--- src/hdl/efr_pkg.sv ---
// Shared constants for the escaped frame receiver: flag codes, size limits
// and the 8-bit Pearson permutation table used by the frame check.
// No dependencies.
package efr_pkg;

  localparam int MAX_DATA  = 50;
  localparam int FRAME_MAX = 128;

  localparam int BYTE_W  = 8;
  localparam int CNT_W   = $clog2(FRAME_MAX + 1);
  localparam int ADDR_W  = $clog2(MAX_DATA);
  localparam int INDEX_W = 6;

  localparam logic [BYTE_W-1:0] START_FLAG  = 8'hFF;
  localparam logic [BYTE_W-1:0] END_FLAG    = 8'hFE;
  localparam logic [BYTE_W-1:0] ESCAPE_MARK = 8'hFD;
  localparam logic [BYTE_W-1:0] ESCAPE_ADD  = 8'd2;

  localparam int HEADER_LEN = 3;
  localparam int FRAME_OVERHEAD = 4;

  localparam logic [BYTE_W-1:0] PEARSON_TABLE [256] = '{
    8'h00,8'h77,8'hee,8'h99,8'h07,8'h70,8'he9,8'h9e,
    8'h0e,8'h79,8'he0,8'h97,8'h09,8'h7e,8'he7,8'h90,
    8'h1d,8'h6a,8'hf3,8'h84,8'h1a,8'h6d,8'hf4,8'h83,
    8'h13,8'h64,8'hfd,8'h8a,8'h14,8'h63,8'hfa,8'h8d,
    8'h3b,8'h4c,8'hd5,8'ha2,8'h3c,8'h4b,8'hd2,8'ha5,
    8'h35,8'h42,8'hdb,8'hac,8'h32,8'h45,8'hdc,8'hab,
    8'h26,8'h51,8'hc8,8'hbf,8'h21,8'h56,8'hcf,8'hb8,
    8'h28,8'h5f,8'hc6,8'hb1,8'h2f,8'h58,8'hc1,8'hb6,
    8'h76,8'h01,8'h98,8'hef,8'h71,8'h06,8'h9f,8'he8,
    8'h78,8'h0f,8'h96,8'he1,8'h7f,8'h08,8'h91,8'he6,
    8'h6b,8'h1c,8'h85,8'hf2,8'h6c,8'h1b,8'h82,8'hf5,
    8'h65,8'h12,8'h8b,8'hfc,8'h62,8'h15,8'h8c,8'hfb,
    8'h4d,8'h3a,8'ha3,8'hd4,8'h4a,8'h3d,8'ha4,8'hd3,
    8'h43,8'h34,8'had,8'hda,8'h44,8'h33,8'haa,8'hdd,
    8'h50,8'h27,8'hbe,8'hc9,8'h57,8'h20,8'hb9,8'hce,
    8'h5e,8'h29,8'hb0,8'hc7,8'h59,8'h2e,8'hb7,8'hc0,
    8'hed,8'h9a,8'h03,8'h74,8'hea,8'h9d,8'h04,8'h73,
    8'he3,8'h94,8'h0d,8'h7a,8'he4,8'h93,8'h0a,8'h7d,
    8'hf0,8'h87,8'h1e,8'h69,8'hf7,8'h80,8'h19,8'h6e,
    8'hfe,8'h89,8'h10,8'h67,8'hf9,8'h8e,8'h17,8'h60,
    8'hd6,8'ha1,8'h38,8'h4f,8'hd1,8'ha6,8'h3f,8'h48,
    8'hd8,8'haf,8'h36,8'h41,8'hdf,8'ha8,8'h31,8'h46,
    8'hcb,8'hbc,8'h25,8'h52,8'hcc,8'hbb,8'h22,8'h55,
    8'hc5,8'hb2,8'h2b,8'h5c,8'hc2,8'hb5,8'h2c,8'h5b,
    8'h9b,8'hec,8'h75,8'h02,8'h9c,8'heb,8'h72,8'h05,
    8'h95,8'he2,8'h7b,8'h0c,8'h92,8'he5,8'h7c,8'h0b,
    8'h86,8'hf1,8'h68,8'h1f,8'h81,8'hf6,8'h6f,8'h18,
    8'h88,8'hff,8'h66,8'h11,8'h8f,8'hf8,8'h61,8'h16,
    8'ha0,8'hd7,8'h4e,8'h39,8'ha7,8'hd0,8'h49,8'h3e,
    8'hae,8'hd9,8'h40,8'h37,8'ha9,8'hde,8'h47,8'h30,
    8'hbd,8'hca,8'h53,8'h24,8'hba,8'hcd,8'h54,8'h23,
    8'hb3,8'hc4,8'h5d,8'h2a,8'hb4,8'hc3,8'h5a,8'h2d
  };

endpackage

--- src/hdl/efr_ram.sv ---
// Generic single-write, single-read RAM with a registered read port.
// Contents are undefined until written. No dependencies.
module efr_ram #(
  parameter int WIDTH = 8,
  parameter int DEPTH = 50,
  localparam int AddrW = $clog2(DEPTH)
) (
  input  logic             clk,
  input  logic             we,
  input  logic [AddrW-1:0] waddr,
  input  logic [WIDTH-1:0] wdata,
  input  logic             re,
  input  logic [AddrW-1:0] raddr,
  output logic [WIDTH-1:0] rdata
);

  logic [WIDTH-1:0] mem [DEPTH];

  always_ff @(posedge clk) begin
    if (we) begin
      mem[waddr] <= wdata;
    end
    if (re) begin
      rdata <= mem[raddr];
    end
  end

endmodule

--- src/hdl/escaped_frame_receiver_pearson.sv ---
// Top level of the byte-stuffed frame receiver with an 8-bit Pearson check.
// Uses efr_pkg and one efr_ram instance for the payload bytes.
//
// The block takes one received byte per cycle while a frame is coming in; only
// an end flag waits while the output register still holds a result that is not
// taken. A start flag opens a frame, an escape mark adds two to the next byte,
// and an end flag checks the frame. A rejected frame, or a good frame without
// data, gives one result at once. A good frame with n data bytes gives n
// results, each via S_READ then S_LOAD, since every payload byte is read from
// the payload RAM before it is loaded into the output register; input bytes
// are stalled for that readout plus any output stall. No clearing pass is run.
module escaped_frame_receiver_pearson
  import efr_pkg::*;
(
  input  logic               clk,
  input  logic               rst,
  input  logic               rx_valid,
  output logic               rx_stall,
  input  logic [BYTE_W-1:0]  rx_byte,
  output logic               res_valid,
  input  logic               res_stall,
  output logic               frame_ok,
  output logic [BYTE_W-1:0]  command,
  output logic               has_data,
  output logic [BYTE_W-1:0]  data_byte,
  output logic [INDEX_W-1:0] data_index,
  output logic               last
);

  typedef enum logic [2:0] {
    S_RUN  = 3'b001,
    S_READ = 3'b010,
    S_LOAD = 3'b100
  } state_t;

  state_t state, state_next;

  logic [CNT_W-1:0]  stored_count;
  logic [BYTE_W-1:0] first_stored;
  logic [BYTE_W-1:0] command_byte;
  logic [BYTE_W-1:0] length_field;
  logic [BYTE_W-1:0] running_hash;
  logic [BYTE_W-1:0] held_byte;
  logic              escape_pending;
  logic [ADDR_W-1:0] rd_idx;

  logic              out_free;
  logic              rx_take;
  logic              is_start;
  logic              is_end;
  logic              is_data;
  logic              do_store;
  logic              overflow;
  logic [BYTE_W-1:0] store_val;
  logic [CNT_W-1:0]  pos;
  logic [CNT_W-1:0]  pay_pos;
  logic              pay_write;
  logic              frame_good;
  logic              rd_last;
  logic [BYTE_W-1:0] ram_rdata;

  assign out_free = !res_valid || !res_stall;
  assign is_start = rx_byte == START_FLAG;
  assign is_end   = rx_byte == END_FLAG;
  assign rx_stall = (state != S_RUN) || (is_end && !out_free);
  assign rx_take  = rx_valid && !rx_stall;

  assign is_data   = !is_start && !is_end && (escape_pending || rx_byte != ESCAPE_MARK);
  assign store_val = (escape_pending && is_data) ? rx_byte + ESCAPE_ADD : rx_byte;
  assign overflow  = is_data && stored_count >= CNT_W'(FRAME_MAX);
  assign do_store  = is_start || (is_data && !overflow);
  assign pos       = is_start ? '0 : stored_count;
  assign pay_pos   = pos - CNT_W'(HEADER_LEN);
  assign pay_write = rx_take && do_store && pos >= CNT_W'(HEADER_LEN)
                     && pay_pos < CNT_W'(MAX_DATA);

  assign frame_good = stored_count >= CNT_W'(FRAME_OVERHEAD)
                      && first_stored == START_FLAG
                      && running_hash == held_byte
                      && CNT_W'(length_field) == stored_count - CNT_W'(FRAME_OVERHEAD)
                      && length_field <= BYTE_W'(MAX_DATA);

  assign rd_last = rd_idx == ADDR_W'(length_field - BYTE_W'(1));

  efr_ram #(
    .WIDTH(BYTE_W),
    .DEPTH(MAX_DATA)
  ) u_payload (
    .clk  (clk),
    .we   (pay_write),
    .waddr(pay_pos[ADDR_W-1:0]),
    .wdata(store_val),
    .re   (state == S_READ),
    .raddr(rd_idx),
    .rdata(ram_rdata)
  );

  always_comb begin
    state_next = state;
    unique case (state)
      S_RUN: begin
        if (rx_take && is_end && frame_good && length_field != '0) begin
          state_next = S_READ;
        end
      end
      S_READ: begin
        state_next = S_LOAD;
      end
      S_LOAD: begin
        if (out_free) begin
          state_next = rd_last ? S_RUN : S_READ;
        end
      end
      default: state_next = S_RUN;
    endcase
  end

  always_ff @(posedge clk) begin
    if (rst) begin
      state          <= S_RUN;
      stored_count   <= '0;
      first_stored   <= '0;
      command_byte   <= '0;
      length_field   <= '0;
      running_hash   <= '0;
      held_byte      <= '0;
      escape_pending <= 1'b0;
      rd_idx         <= '0;
      res_valid      <= 1'b0;
    end else begin
      state <= state_next;
      if (rx_take && is_end && (!frame_good || length_field == '0)) begin
        res_valid <= 1'b1;
      end else if (state == S_LOAD && out_free) begin
        res_valid <= 1'b1;
      end else if (!res_stall) begin
        res_valid <= 1'b0;
      end
      if (rx_take) begin
        if (is_data) begin
          escape_pending <= escape_pending ? 1'b0 : escape_pending;
        end
        if (!is_start && !is_end && !escape_pending && rx_byte == ESCAPE_MARK) begin
          escape_pending <= 1'b1;
        end
        if (is_end || overflow) begin
          stored_count <= '0;
        end
        if (do_store) begin
          if (pos >= CNT_W'(2)) begin
            running_hash <= PEARSON_TABLE[running_hash ^ held_byte];
          end
          if (pos == '0) begin
            first_stored <= store_val;
            running_hash <= '0;
          end
          if (pos == CNT_W'(1)) begin
            command_byte <= store_val;
          end
          if (pos == CNT_W'(2)) begin
            length_field <= store_val;
          end
          held_byte    <= store_val;
          stored_count <= pos + CNT_W'(1);
        end
        if (is_end) begin
          rd_idx <= '0;
        end
      end
      if (state == S_LOAD && out_free) begin
        rd_idx <= rd_idx + ADDR_W'(1);
      end
    end
  end

  always_ff @(posedge clk) begin
    if (rx_take && is_end) begin
      frame_ok   <= frame_good;
      command    <= frame_good ? command_byte : '0;
      has_data   <= 1'b0;
      data_byte  <= '0;
      data_index <= '0;
      last       <= 1'b1;
    end else if (state == S_LOAD && out_free) begin
      frame_ok   <= 1'b1;
      command    <= command_byte;
      has_data   <= 1'b1;
      data_byte  <= ram_rdata;
      data_index <= INDEX_W'(rd_idx);
      last       <= rd_last;
    end
  end

endmodule
--- config.mk ---
export PLATFORM = sky130hd
export DESIGN_NAME = escaped_frame_receiver_pearson
export DESIGN_NICKNAME = d
export VERILOG_FILES = /design/src/hdl/efr_pkg.sv /design/src/hdl/efr_ram.sv /design/src/hdl/escaped_frame_receiver_pearson.sv
export SDC_FILE = /design/constraint.sdc
export NUM_CORES = 1
export LEC_CHECK = 0
export ABC_AREA = 1
export BUFFER_PORTS_ARGS = -buffer_cell sky130_fd_sc_hd__buf_2
export CAP_MARGIN = 40
export CORE_MARGIN = 5
export CORE_UTILIZATION = 36
export CTS_CLUSTER_DIAMETER = 40
export DETAILED_ROUTE_END_ITERATION = 6
export GPL_TIMING_DRIVEN = 0
export SLEW_MARGIN = 0
export SYNTH_ARGS = -nofsm -noshare
export SYNTH_HDL_FRONTEND = slang
export SYNTH_SLANG_ARGS = --single-unit
--- constraint.sdc ---
create_clock -name clk -period 4.25 [get_ports clk]
set_input_delay 0.85 -clock clk [delete_from_list [all_inputs] [get_ports clk]]
set_output_delay 0.85 -clock clk [all_outputs]
set_load 0.02 [all_outputs]
==> metrics.yaml <==
grt_start_max_net_pins: 39
start_util: 0.3642
post_drt_wl_per_cell_um: 20.72
post_cts_buffers: 0
dieWidth_um: 251.8
drive_gt1_frac: 0.1247
final_util: 0.4346
power_density_nw_per_um2: 482.9
die_area_um2: 63410
area_growth_pct: 19.33
clk_pin_slew_ns: 0.05
status: "finished clean"
irDropWorstVdd_v: 0.0003471
io_pins: 39
hold_path.class: "reg -> reg"
clock-root-buffer: "clkbuf_16"
dr.pass1.iters: 7
drc: 0
port_buffers: 37
cts.path.max_buffers: 3
core_area_um2: 57810
rsz0062_at_grt: "true"
clock_latency_ns: 0.61
start_kind: "input port"
cts_tree: "built"
end_kind: "register"
gr-total-overflow: 0
finalCritPeriodShare: 0.9779
finalHoldViolations: 0
grt_pass1_vias: 15403
gp_congestion: 0.8950
avgSynthCellArea_um2: 10.48
slew_headroom: 0.3918
final.setup.tns_ns: 0
clkSinkCount: 492
ys_types: 42
synth-seq-cells: 492
layout.nets: 2161
htreeDepth: 3
grt_use_total: 0.1889
diodes: 0
wirelength_mm: 61.39
cp_data_required_time_ns: 4.48
cap_violations: 0
async_flop_share: 0
synth-edff-count: 417
cts_buffers: 74
vias: 15742
worstPathArrival_ns: 4.38
ctsHoldBuffers: 0
place_hpwl_mm: 41.64
worst_pin_slew_ns: 0.9078
setup_violations: 0
syn_area_um2: 21050
yosysSeqAreaShare: 0.6662
synthCells: 2008
max_clock_freq_mhz: 240.6
critical_path_class: "in -> reg"
period_needed_ns: 4.156
routed_via_density: 5.313
grt_antenna_before_repair: 0
fin_skew_ns: 0.01957
drt_iter0_drc: 1608
syn_nets: 2030
placementRows: 88
ys_warn_count: 0
grt_pass1_wl_mm: 92.38
drv_slew: 0
cp_max_fo: 33
ant_nets: 0
die_h_um: 251.8
p_leak_nw: 9.151
synth_ff_type: "edfxtp_1"
[Yosys cell counts, types with 4 or more instances]
| cell | instances | area share |
|---|---|---|
| nor2_1 | 318 | 0.057 |
| xnor2_1 | 10 | 0.0042 |
| buf_2 | 14 | 0.0033 |
| dfxtp_1 | 75 | 0.071 |
| o21ai_0 | 226 | 0.054 |
| a21oi_1 | 67 | 0.016 |
| edfxtp_1 | 417 | 0.59 |
| o211ai_1 | 7 | 0.0025 |
| inv_1 | 106 | 0.019 |
| clkbuf_1 | 81 | 0.014 |
| xor2_1 | 9 | 0.0037 |
| o22ai_1 | 68 | 0.020 |
| nand2_1 | 383 | 0.068 |
| nand4_1 | 13 | 0.0039 |
| nand2_2 | 8 | 0.0024 |
| o21ai_1 | 5 | 0.0012 |
| inv_2 | 4 | 0.00071 |
| ha_1 | 10 | 0.0059 |
| nor3_1 | 5 | 0.0012 |
| nand3_2 | 8 | 0.0038 |
| buf_1 | 9 | 0.0016 |
| o221ai_1 | 28 | 0.012 |
| nand3_1 | 102 | 0.024 |
[cell usage in the layout, fill, tap and decap left out, types with 4 or more instances in the layout]
master and instances:
nand2_2 10, nor2_2 34, o22ai_1 68, buf_4 5, o21ai_0 225, edfxtp_1 417, ha_1 10, clkbuf_1 88
inv_1 106, o221ai_1 28, inv_2 4, clkinv_4 6, o21ai_1 5, buf_12 5, clkbuf_16 76, nand2_1 381
nor2_1 286, dfxtp_1 75, clkinv_1 6, nand4_1 13, inv_6 11, buf_2 50, o211ai_1 7, buf_1 9
xor2_1 8, buf_6 5, nand3_1 102, nand3_2 8, clkinv_2 4, bufinv_16 5, nor3_1 5, clkinvlp_4 14
xnor2_1 8, a21oi_1 67, nor2_4 4
[where the power goes]
part	internal, mW	switching (mW)	leakage [nW]	total (mW)
logic	0.226	0.494	3.61	0.720
registers	5.29	0.0410	4.36	5.33
clock network	3.68	2.39	1.18	6.08
[cell type report]
class	instances	area, um^2
fill	5404	32690
sequential	492	14020
multi-input combinational	1297	6311
clock buffer	84	1942
tap	765	957.2
clock inverter	51	559.3
timing repair buffer	55	475.5
buffer	107	431.7
inverter	112	420.4
[final timing paths]
| path | start | end | slack [ns] | depth (start not counted) |
|---|---|---|---|---|
| hold reg to reg | command_byte[7] | command_byte[7] | 0.47 | 2 |
| hold / removal | command_byte[7] | command_byte[7] | 0.47 | 2 |
| setup / recovery | rx_byte[0] | u_payload.mem[27][6] | 0.09 | 14 |
| setup reg to reg | stored_count[0] | u_payload.mem[18][3] | 1.04 | 11 |
[metal layers]
| metal | vias up | wire length (um) | global-route usage |
|---|---|---|---|
| met4 | 0 | 2556 | 0.07894 |
| met5 | - | 0 | 0 |
| met1 | 7607 | 25650 | 0.2557 |
| met3 | 154 | 4948 | 0.04051 |
| li1 | 7302 | - | - |
| met2 | 679 | 28230 | 0.2973 |
[sequential cells by signal (all words and copies together) (netlist names), 3 cells and up]
register and cells:
length_field 8, u_payload.mem 400, u_payload.rdata 8, state 3, stored_count 8, rd_idx 6, running_hash 8, command 8
command_byte 8, first_stored 8, data_byte 8, held_byte 8, data_index 6
[worst max-delay path, cell delays in order]
cell      delay, ns
clkbuf_4       0.32
buf_12         0.26
nand2_1        0.12
nor2_4         0.12
nand2_4        0.10
buf_6          0.16
nand2_2        0.14
inv_1          0.16
ha_1           0.26
inv_1          0.14
nand2_1        0.12
o21ai_2        0.33
nand3_1        0.58
nor2_2         0.65
[metrics by stage]
| step | worst slack [ns] | power [mW] | hold slack (ns) | instance area (um^2) | std cells |
|---|---|---|---|---|---|
| 6_report | 0.09381 | 12.13 | 0.4655 | 25120 | 2963 |
| 5_1_grt | -0.08638 | 12.50 | 0.4862 | 25120 | 2963 |
| 4_1_cts | -0.08264 | 12.19 | 0.4660 | 25040 | 2963 |
| 3_5_place_dp | -0.7241 | 6.141 | 0.4571 | 22540 | 2828 |
| 3_3_place_gp | -4.093 | 6.105 | 0.4407 | 22190 | 2810 |
| 2_1_floorplan | 0.08775 | 5.912 | 0.4301 | 21050 | 2008 |
[repair_timing]
action                                  CTS  global route
endpoints found under the setup margin   25           356
pin swaps                                 0             0
resized for setup                         1            31
endpoints found under the hold margin     0             0
[kinds of logic (layout without fill, tap and decap cells)]
family                   count (synthesis)  in the layout  share of synthesized area
AO/OA/AOI/OAI                          413            413                     0.1103
XOR/XNOR                                19             19                   0.007905
adder cells (fa/ha/maj)                 10             10                   0.005944
buffers and inverters                  219            409                    0.04048
flip-flops                             492            492                     0.6662
AND/OR/NAND/NOR                        855            855                     0.1693
No activity file was read; power rests on OpenSTA's default activity.
